$ cat config.mk
export PLATFORM = sky130hd
export DESIGN_NAME = stack_with_pair_collapse_top
export DESIGN_NICKNAME = d
export VERILOG_FILES = /design/src/rtl/core/swpc_pkg.sv /design/src/rtl/core/stack_with_pair_collapse_top.sv /design/src/rtl/core/swpc_ram.sv
export SDC_FILE = /design/constraint.sdc
export NUM_CORES = 2
export LEC_CHECK = 0
export BUFFER_PORTS_ARGS = -buffer_cell sky130_fd_sc_hd__buf_2
export CAP_MARGIN = 0
export CORE_MARGIN = 3
export CORE_UTILIZATION = 40
export DETAILED_ROUTE_END_ITERATION = 12
export HOLD_SLACK_MARGIN = 0.1
export PLACE_DENSITY = 0.52
export SETUP_SLACK_MARGIN = 0.5
export SYNTH_ARGS = -nofsm -noshare
export SYNTH_HDL_FRONTEND = slang
export SYNTH_SLANG_ARGS = --single-unit
$ cat constraint.sdc
create_clock -name clk -period 6.35 [get_ports clk]
set_input_delay 1.27 -clock clk [delete_from_list [all_inputs] [get_ports clk]]
set_output_delay 1.27 -clock clk [all_outputs]
set_load 0.05 [all_outputs]
$ cat src/rtl/core/swpc_pkg.sv
// shared constants for the pair-collapse stack: command and status codes,
// stream widths and parameter defaults. no dependencies
package swpc_pkg;

	localparam int DEPTH_DEF      = 64;
	localparam int DATA_WIDTH_DEF = 32;

	localparam int OP_W          = 2;
	localparam int STATUS_W      = 2;
	localparam int VALUE_W       = 32;
	localparam int COUNT_W       = 7;
	localparam int IN_TDATA_W    = 32;
	localparam int OUT_TDATA_W   = 40;

	localparam logic [OP_W-1:0] OP_PUSH     = 2'd0;
	localparam logic [OP_W-1:0] OP_POP      = 2'd1;
	localparam logic [OP_W-1:0] OP_PEEK     = 2'd2;
	localparam logic [OP_W-1:0] OP_COLLAPSE = 2'd3;

	localparam logic [STATUS_W-1:0] ST_OK    = 2'd0;
	localparam logic [STATUS_W-1:0] ST_EMPTY = 2'd1;
	localparam logic [STATUS_W-1:0] ST_FULL  = 2'd2;

endpackage

$ cat src/rtl/core/stack_with_pair_collapse_top.sv
// bounded lifo stack with push, pop, peek and pair collapse over a stream port
// depends on swpc_pkg and swpc_ram
// push goes straight to done; pop and peek take the top entry from the ram in S_RD_TOP;
// collapse sums the n stored entries pair by pair through S_C_RD0, S_C_RD1
// and S_C_WR (one shared adder, one ram read port); empty pop, peek and
// collapse go straight to done. commands are taken only in idle, but a finished
// result may wait in the output register while the next item is accepted
// arst_n clears the fill count, sequencer and output valid; ram contents are not cleared
module stack_with_pair_collapse_top #(
	parameter int DEPTH      = swpc_pkg::DEPTH_DEF,
	parameter int DATA_WIDTH = swpc_pkg::DATA_WIDTH_DEF
) (
	input  logic                               clk,
	input  logic                               arst_n,
	input  logic                               s_axis_tvalid,
	output logic                               s_axis_tready,
	input  logic [swpc_pkg::IN_TDATA_W-1:0]    s_axis_tdata,  // push_value[31:0]
	input  logic [swpc_pkg::OP_W-1:0]          s_axis_tuser,  // op[1:0]
	output logic                               m_axis_tvalid,
	input  logic                               m_axis_tready,
	output logic [swpc_pkg::OUT_TDATA_W-1:0]   m_axis_tdata,  // value[31:0], count[38:32], pad
	output logic [swpc_pkg::STATUS_W-1:0]      m_axis_tuser   // status[1:0]
);

	import swpc_pkg::*;

	localparam int AW = $clog2(DEPTH);
	localparam int CW = $clog2(DEPTH + 1);

	localparam logic [2:0] S_IDLE   = 3'd0;
	localparam logic [2:0] S_RD_TOP = 3'd1;
	localparam logic [2:0] S_C_RD0  = 3'd2;
	localparam logic [2:0] S_C_RD1  = 3'd3;
	localparam logic [2:0] S_C_WR   = 3'd4;
	localparam logic [2:0] S_DONE   = 3'd5;

	logic [2:0]            state_q;
	logic [CW-1:0]         cnt_q;
	logic [CW-1:0]         newn_q;
	logic [CW-1:0]         k_q;
	logic [AW-1:0]         p_q;
	logic [DATA_WIDTH-1:0] a_q;
	logic [STATUS_W-1:0]   res_status_q;
	logic [VALUE_W-1:0]    res_value_q;
	logic                  out_valid_q;

	logic                  in_xfer;
	logic                  out_free;
	logic                  is_empty;
	logic                  is_full;
	logic [CW:0]           cnt_inc;
	logic [CW-1:0]         cnt_half;
	logic                  wr_en;
	logic [AW-1:0]         wr_addr;
	logic [DATA_WIDTH-1:0] wr_data;
	logic [AW-1:0]         rd_addr;
	logic [DATA_WIDTH-1:0] rd_data;
	logic [AW-1:0]         top_addr;

	assign s_axis_tready = (state_q == S_IDLE);
	assign in_xfer       = s_axis_tvalid && s_axis_tready;
	assign out_free      = !out_valid_q || m_axis_tready;
	assign m_axis_tvalid = out_valid_q;
	assign is_empty      = (cnt_q == '0);
	assign is_full       = (cnt_q == CW'(DEPTH));
	assign cnt_inc       = {1'b0, cnt_q} + (CW+1)'(1);
	assign cnt_half      = cnt_inc[CW:1];
	assign top_addr      = AW'(cnt_q - CW'(1));

	always_comb begin
		wr_en   = 1'b0;
		wr_addr = cnt_q[AW-1:0];
		wr_data = DATA_WIDTH'($signed(s_axis_tdata));
		rd_addr = top_addr;
		unique case (state_q)
			S_IDLE: begin
				wr_en = in_xfer && (s_axis_tuser == OP_PUSH) && !is_full;
			end
			S_C_RD0: begin
				rd_addr = p_q;
			end
			S_C_RD1: begin
				rd_addr = p_q + AW'(1);
			end
			S_C_WR: begin
				wr_en   = 1'b1;
				wr_addr = k_q[AW-1:0];
				wr_data = a_q + rd_data;
			end
			default: begin
			end
		endcase
	end

	swpc_ram #(
		.WIDTH(DATA_WIDTH),
		.DEPTH(DEPTH)
	) u_ram (
		.clk    (clk),
		.wr_en  (wr_en),
		.wr_addr(wr_addr),
		.wr_data(wr_data),
		.rd_addr(rd_addr),
		.rd_data(rd_data)
	);

	always_ff @(posedge clk or negedge arst_n) begin
		if (!arst_n) begin
			state_q <= S_IDLE;
			cnt_q   <= '0;
			newn_q  <= '0;
			k_q     <= '0;
			p_q     <= '0;
		end else begin
			unique case (state_q)
				S_IDLE: begin
					if (in_xfer) begin
						unique case (s_axis_tuser)
							OP_PUSH: begin
								if (!is_full) begin
									cnt_q <= CW'(cnt_inc);
								end
								state_q <= S_DONE;
							end
							OP_POP: begin
								if (is_empty) begin
									state_q <= S_DONE;
								end else begin
									cnt_q   <= cnt_q - CW'(1);
									state_q <= S_RD_TOP;
								end
							end
							OP_PEEK: begin
								state_q <= is_empty ? S_DONE : S_RD_TOP;
							end
							OP_COLLAPSE: begin
								if (is_empty) begin
									state_q <= S_DONE;
								end else begin
									newn_q  <= cnt_half;
									k_q     <= CW'(cnt_q[0]);
									p_q     <= AW'(cnt_q[0]);
									state_q <= S_C_RD0;
								end
							end
							default: begin
							end
						endcase
					end
				end
				S_RD_TOP: begin
					state_q <= S_DONE;
				end
				S_C_RD0: begin
					if (k_q >= newn_q) begin
						cnt_q   <= newn_q;
						state_q <= S_DONE;
					end else begin
						state_q <= S_C_RD1;
					end
				end
				S_C_RD1: begin
					state_q <= S_C_WR;
				end
				S_C_WR: begin
					k_q     <= k_q + CW'(1);
					p_q     <= p_q + AW'(2);
					state_q <= S_C_RD0;
				end
				S_DONE: begin
					if (out_free) begin
						state_q <= S_IDLE;
					end
				end
				default: begin
					state_q <= S_IDLE;
				end
			endcase
		end
	end

	// result payload, captured as the command resolves
	always_ff @(posedge clk) begin
		if (state_q == S_C_RD1) begin
			a_q <= rd_data;
		end
		if (state_q == S_IDLE && in_xfer) begin
			res_value_q  <= '0;
			res_status_q <= ST_OK;
			if (s_axis_tuser == OP_PUSH) begin
				if (is_full) begin
					res_status_q <= ST_FULL;
				end
			end else if (is_empty) begin
				res_status_q <= ST_EMPTY;
			end
		end
		if (state_q == S_RD_TOP) begin
			res_value_q <= VALUE_W'(rd_data);
		end
	end

	always_ff @(posedge clk or negedge arst_n) begin
		if (!arst_n) begin
			out_valid_q <= 1'b0;
		end else if (state_q == S_DONE && out_free) begin
			out_valid_q <= 1'b1;
		end else if (m_axis_tready) begin
			out_valid_q <= 1'b0;
		end
	end

	always_ff @(posedge clk) begin
		if (state_q == S_DONE && out_free) begin
			m_axis_tdata <= {1'b0, COUNT_W'(cnt_q), res_value_q};
			m_axis_tuser <= res_status_q;
		end
	end

endmodule

$ cat src/rtl/core/swpc_ram.sv
// generic single-port-write, single-port-read ram with registered read data
// no dependencies
module swpc_ram #(
	parameter int WIDTH = 32,
	parameter int DEPTH = 64
) (
	input  logic                     clk,
	input  logic                     wr_en,
	input  logic [$clog2(DEPTH)-1:0] wr_addr,
	input  logic [WIDTH-1:0]         wr_data,
	input  logic [$clog2(DEPTH)-1:0] rd_addr,
	output logic [WIDTH-1:0]         rd_data
);

	logic [WIDTH-1:0] mem_q [DEPTH];

	always_ff @(posedge clk) begin
		if (wr_en) begin
			mem_q[wr_addr] <= wr_data;
		end
		rd_data <= mem_q[rd_addr];
	end

endmodule

# After elaboration in Yosys (flattened, before gate mapping)
# Memories as Yosys holds them, arrays and structs flattened. A register that Yosys moved wholly into a read port is not among the register bits.
# Cells that the tools add are included.
# totals
elab_cells	91
n_memories	1
mem_bits_rw	2048
ff_bits	138
out_inout_bits	44
# mem_list
memory	words	word_bits	rd	rd_ports_with_merged_regs	write_ports	line_no	rtl
u_ram.mem_q	64	32	1	1	1	swpc_ram.sv:15	logic [WIDTH-1:0] mem_q [DEPTH];
# op_classes
eq_ne	17
order_cmp	1
add_sub_neg	6
reduce_logical	20
bitwise	1
muxes	34
# op_table
op	count
32-bit two-way mux	3
7-bit two-way mux	7
7-bit one-hot mux with 2 select lines	3
32-bit adder	1
6-bit two-way mux	4
6-bit one-hot mux with 2 select lines	2
3-bit one-hot mux with 6 select lines	1
3-bit two-way mux	5
3-bit one-hot mux with 3 select lines	1
7-bit by 1-bit adder with 8-bit output, second input constant	1
4-bit AND reduction	2
2-bit nonzero test	4
7-bit by 1-bit adder with 7-bit output, second input constant	1
7-bit == test, second input constant	1
7-bit >= comparator	1
7-bit logical NOT	1
7-bit by 1-bit subtractor with 7-bit output, second input constant	1
6-bit by 1-bit adder with 6-bit output, second input constant	1
6-bit by 2-bit adder with 6-bit output, second input constant	1
3-bit by 2-bit == test with 1-bit output, second input constant	2
3-bit == test, second input constant	2
2-bit inequality test, second input constant	3
3-bit inequality test, second input constant	2
6-bit AND reduction	1
other kinds (16)	28

# Longest topological paths before layout
# logic_depth
depth_word	7
depth_mapped	14
mapped_depth_nobuf	10

# By module
# From an unflattened synthesis, not the netlist that was laid out.
# unflattened
hier_cells	4118
area_unflattened_um2	86609.3
# modules_own_cells
module	n_inst	cells_per_inst	seq_area_each_um2	area_each_um2
swpc_ram	1	3324	62139.6	78515.3
stack_with_pair_collapse_top	1	794	3988.8	8094.0

# Worst setup path after synthesis
# Ideal clock, no wire load.
# synth_timing
kind	register -> register
from	register a_q[0]
to	memory u_ram.mem_q[0][30] (data pin)
path_buffers	0
setup_time_ps	702
stages_incl_launch_ff	11
required_ps	5648
synth_period_minus_slack_ps	5736
arrival_time_ps	5034
path_slack_ps	614
path_cell_list	edfxtp_1 ha_1 fa_1 a211oi_1 o211a_1 o31ai_1 a221oi_1 o31ai_1 a41oi_1 xor2_1 o21ai_0
# synth_via
elab_chain_len	2
# synth_rtl
element	line_no	rtl
start, declared	stack_with_pair_collapse_top.sv:42	logic [DATA_WIDTH-1:0] a_q;
start signal, assigned	stack_with_pair_collapse_top.sv:185	a_q <= rd_data;
32-bit adder	stack_with_pair_collapse_top.sv:88	wr_data = a_q + rd_data;
32-bit two-way mux	stack_with_pair_collapse_top.sv:75	unique case (state_q)
net u_ram.wr_data[30]	swpc_ram.sv:10	input logic [WIDTH-1:0] wr_data,
end, declared	swpc_ram.sv:15	
# The timed path passes the listed nets, and every way through them passes these cells.

# Worst setup path after layout
# layout_timing
from	register cnt_q[0]
to	register u_ram.rd_data[19], read port of u_ram.mem_q
# layout_via
elab_chain_len	2
# layout_rtl
element	line_no	rtl
start, declared	stack_with_pair_collapse_top.sv:38	logic [CW-1:0] cnt_q;
start signal, assigned	stack_with_pair_collapse_top.sv:121	cnt_q <= CW'(cnt_inc);
start signal, assigned	stack_with_pair_collapse_top.sv:129	cnt_q <= cnt_q - CW'(1);
start signal, assigned	stack_with_pair_collapse_top.sv:156	cnt_q <= newn_q;
7-bit by 1-bit subtractor with 7-bit output	-	
6-bit one-hot mux with 2 select lines	stack_with_pair_collapse_top.sv:75	
end, declared	swpc_ram.sv:12	output logic [WIDTH-1:0] rd_data
# No other way between the ends.
# A chain may end at the register's enable or synchronous reset.

==> impl_metrics.tcl <==
set metrics [dict create \
    grt_start_max_net_pins 92 \
    max-slew-margin-rel_pct 13.7 \
    global_route_wire_length_before_repair_um 341000 \
    synth_top_flop_cell "sky130_fd_sc_hd__edfxtp_1" \
    dieHeight_um 485 \
    crit_type "flip-flop to flip-flop" \
    final_nets 5438 \
    cts-hold-fix-buffers 0 \
    syn_nets 5203 \
    post_synthesis_sequential_area_ratio_pct 72.1 \
    clock_sinks 2218 \
    netlist_top_cells_count "sky130_fd_sc_hd__edfxtp_1 (2,155), sky130_fd_sc_hd__mux2i_1 (2,023), sky130_fd_sc_hd__buf_2 (129)" \
    root_buffer "sky130_fd_sc_hd__clkbuf_16" \
    cts_tree "yes" \
    initial_utilization_pct 40.3 \
    placement.io_buffers 80 \
    arrival_worst_endpoint_ps 5840 \
    globalRouteTotalUtil_pct 20.2 \
    total_drc_errors_in_the_routed_layout 0 \
    cts-buffers-inserted 227 \
    grt_setup_unrepaired "no" \
    synth.largest_area_cell "sky130_fd_sc_hd__edfxtp_1" \
    cts_post_setup_buffers_inserted 0 \
    synthArstFlopShare_pct 1.40 \
    final_period_minus_worst_setup_slack_ps 5050 \
    worst-r2r-setup-slack_ps 1300 \
    boundaryPins 82 \
    grt_remaining_overflow 0 \
    avgRoutedWirePerCell_um 28.2 \
    setup_viol 0 \
    dp.final_hpwl_um 144000 \
    gp_congestion 0.811 \
    number_of_global_route_vias_before_repair 44600 \
    worst_min_path_class "flip-flop to flip-flop" \
    rows 175 \
    worstPathRequired_ps 7140 \
    cp-start-kind "flip-flop" \
    worstRegToRegCells 12 \
    synth_largest_type_area_fraction_pct 70.5 \
    status "finished clean" \
    r2r_end "u_ram.rd_data[19]" \
    floorplan.die_area_sq_um 235000 \
    ys_seq_elements 2218 \
    dieWidth_um 485 \
    final-hold-violation-count 0 \
    antenna_found_initial 13 \
    cts_max_level 4 \
    post-synth-top-count-cell "sky130_fd_sc_hd__edfxtp_1" \
    post_drt_via_cell_ratio 5.34 \
    share_of_post_route_cells_with_drive_strength_above_1_pct 12.1 \
    mappedNetlistArea_sq_um 91700 \
    drt-pass1-iter-count 6 \
    clkLatencyLatePin_ps 880 \
    critical_path_startpoint "cnt_q[0]" \
    post_cts.resized_instances 0 \
    synth.top_cells.by_area "sky130_fd_sc_hd__edfxtp_1 (71%), sky130_fd_sc_hd__mux2i_1 (22%), sky130_fd_sc_hd__dfrtp_1 (0.85%), sky130_fd_sc_hd__buf_2 (0.70%), sky130_fd_sc_hd__dfxtp_1 (0.70%)" \
    detailroute.via_count 45800 \
    final_antenna_net_count 0 \
    path_clk_slew_ps 60 \
    timing_max_transition_violations_final 0 \
    clock_tree.buffer_depth 3 \
    worstReg2RegStart "cnt_q[0]" \
    max_slew.worst_pin.slew_ps 1290 \
    timing.critical_path.to_type "flip-flop" \
    yosysWarningCount 0 \
    achievable-frequency_ghz 0.198 \
    dr.first_iter.drc_count 4123 \
    synthCells 5118 \
    critical_path.endpoint "u_ram.rd_data[19]" \
    post_synth_edffs 2155 \
    timing.final.crit_share_pct 79.6 \
    timing.critical_path.fanout_max 52 \
    yosys.cell_types.count 63 \
    max-cap-violations 0 \
    layout-area-overhead-vs-synth_pct 13.5 \
    timing.setup.tns_ps 0 \
    design.core.area_sq_um 228000 \
    synthesis.area_per_instance_sq_um 17.9 \
    wirelength_um 241000 \
    skew_ps 37.7 \
]
## stage by stage
stage / util [%] / setup WS, ps / instance area [sq um] / hold slack (ps) / cells
after floorplan: - / 614 / 91700 / 400 / 5118
after global placement: 42.6 / 1320 / 97000 / 404 / 8133
after detailed placement: 42.6 / 1370 / 97000 / 405 / 8133
after CTS: 45.7 / 1320 / 104000 / 401 / 8558
after global routing: 45.7 / 1040 / 104000 / 420 / 8560
final: 45.7 / 1300 / 104000 / 415 / 8571
## worst max-delay path, cell delays in order, from the launching register on
cell and delay (ps):
sky130_fd_sc_hd__dfrtp_1 620, sky130_fd_sc_hd__inv_1 190, sky130_fd_sc_hd__ha_1 280, sky130_fd_sc_hd__xnor2_1 140
sky130_fd_sc_hd__nor2_1 90, sky130_fd_sc_hd__a21oi_4 940, sky130_fd_sc_hd__buf_12 300, sky130_fd_sc_hd__buf_12 320
sky130_fd_sc_hd__mux2i_1 400, sky130_fd_sc_hd__mux2i_1 160, sky130_fd_sc_hd__mux2i_1 770, sky130_fd_sc_hd__mux2i_1 360
sky130_fd_sc_hd__mux2i_1 200
## sequential cells by signal, summed over array words and instances, names as in the netlist, 3 cells and up
register and flops:
a_q 32, cnt_q 7, res_value_q 32, u_ram.rd_data 32, k_q 7, newn_q 7
m_axis_tdata 39, u_ram.mem_q 2048, p_q 6, state_q 3
## cell type report
type	instances	area, sq um
Fill cell	19400	124000
Sequential cell	2218	66100
Multi-Input combinational cell	2621	24800
Clock buffer	315	6270
Tap cell	3009	3760
Timing Repair Buffer	264	2230
Clock inverter	110	840
Inverter	21	78.8
Antenna cell	13	32.5
## per-layer routing
metal | share of wire (%) | up-vias | routed length [um] | GRT usage (%)
met4 | 2.3 | 0 | 5590 | 5.49
met2 | 42 | 1275 | 101000 | 28.1
met1 | 49 | 23700 | 119000 | 31.5
li1 | - | 20500 | - | -
met5 | 0 | - | 0 | 0
met3 | 6.6 | 302 | 15900 | 4.33
## cells by family (layout without fill, tap and decap cells)
logic type	count (synthesis)	after routing	synth area share [%]
simple gates	307	307	1.54
fa+ha+maj	47	47	0.649
compound gates	197	197	1.34
other cells	1	14	0.00409
mux	2024	2024	22.1
flops	2218	2218	72.1
xor+xnor	45	45	0.430
buf+inv	279	710	1.88
## cells in the final DEF, fill, tap and decap left out, types with 9 or more instances in the layout
| master | Yosys | final |
|---|---|---|
| sky130_fd_sc_hd__edfxtp_1 | 2155 | 2155 |
| sky130_fd_sc_hd__mux2i_1 | 2023 | 2021 |
| sky130_fd_sc_hd__clkbuf_16 | 0 | 232 |
| sky130_fd_sc_hd__buf_4 | 45 | 148 |
| sky130_fd_sc_hd__nand2_1 | 106 | 102 |
| sky130_fd_sc_hd__buf_2 | 129 | 80 |
| sky130_fd_sc_hd__clkbuf_1 | 27 | 68 |
| sky130_fd_sc_hd__nor2_4 | 0 | 65 |
| sky130_fd_sc_hd__clkinv_1 | 0 | 61 |
| sky130_fd_sc_hd__ha_1 | 46 | 46 |
| sky130_fd_sc_hd__o21ai_0 | 71 | 43 |
| sky130_fd_sc_hd__and2_1 | 37 | 37 |
| sky130_fd_sc_hd__buf_12 | 3 | 36 |
| sky130_fd_sc_hd__a21oi_1 | 37 | 35 |
| sky130_fd_sc_hd__dfxtp_1 | 32 | 32 |
| sky130_fd_sc_hd__dfrtp_1 | 31 | 31 |
| sky130_fd_sc_hd__o21ai_4 | 0 | 29 |
| sky130_fd_sc_hd__nor2_1 | 94 | 28 |
| sky130_fd_sc_hd__xnor2_1 | 26 | 26 |
| sky130_fd_sc_hd__clkinv_2 | 0 | 26 |
| sky130_fd_sc_hd__nand3_1 | 25 | 25 |
| sky130_fd_sc_hd__inv_1 | 21 | 21 |
| sky130_fd_sc_hd__a21o_1 | 20 | 20 |
| sky130_fd_sc_hd__xor2_1 | 19 | 19 |
| sky130_fd_sc_hd__clkbuf_8 | 0 | 15 |
| sky130_fd_sc_hd__diode_2 | 0 | 13 |
| sky130_fd_sc_hd__a211oi_1 | 11 | 11 |
| sky130_fd_sc_hd__bufinv_16 | 0 | 11 |
| sky130_fd_sc_hd__o31ai_1 | 11 | 9 |
## worst min path at each step
stage                                from                to  slack (ps)  cells past startpoint
after floorplan            res_value_q[0]   m_axis_tdata[0]         400                      0
after global placement    res_value_q[31]  m_axis_tdata[31]         400                      0
after detailed placement  res_value_q[16]  m_axis_tdata[16]         400                      0
after CTS                          arst_n     m_axis_tvalid         400                      1
after global routing      res_value_q[12]  m_axis_tdata[12]         420                      0
final                     res_value_q[12]  m_axis_tdata[12]         420                      0
Power is not shown: default switching activity piles up to over one toggle a cycle in this logic, so the estimate is an artifact.
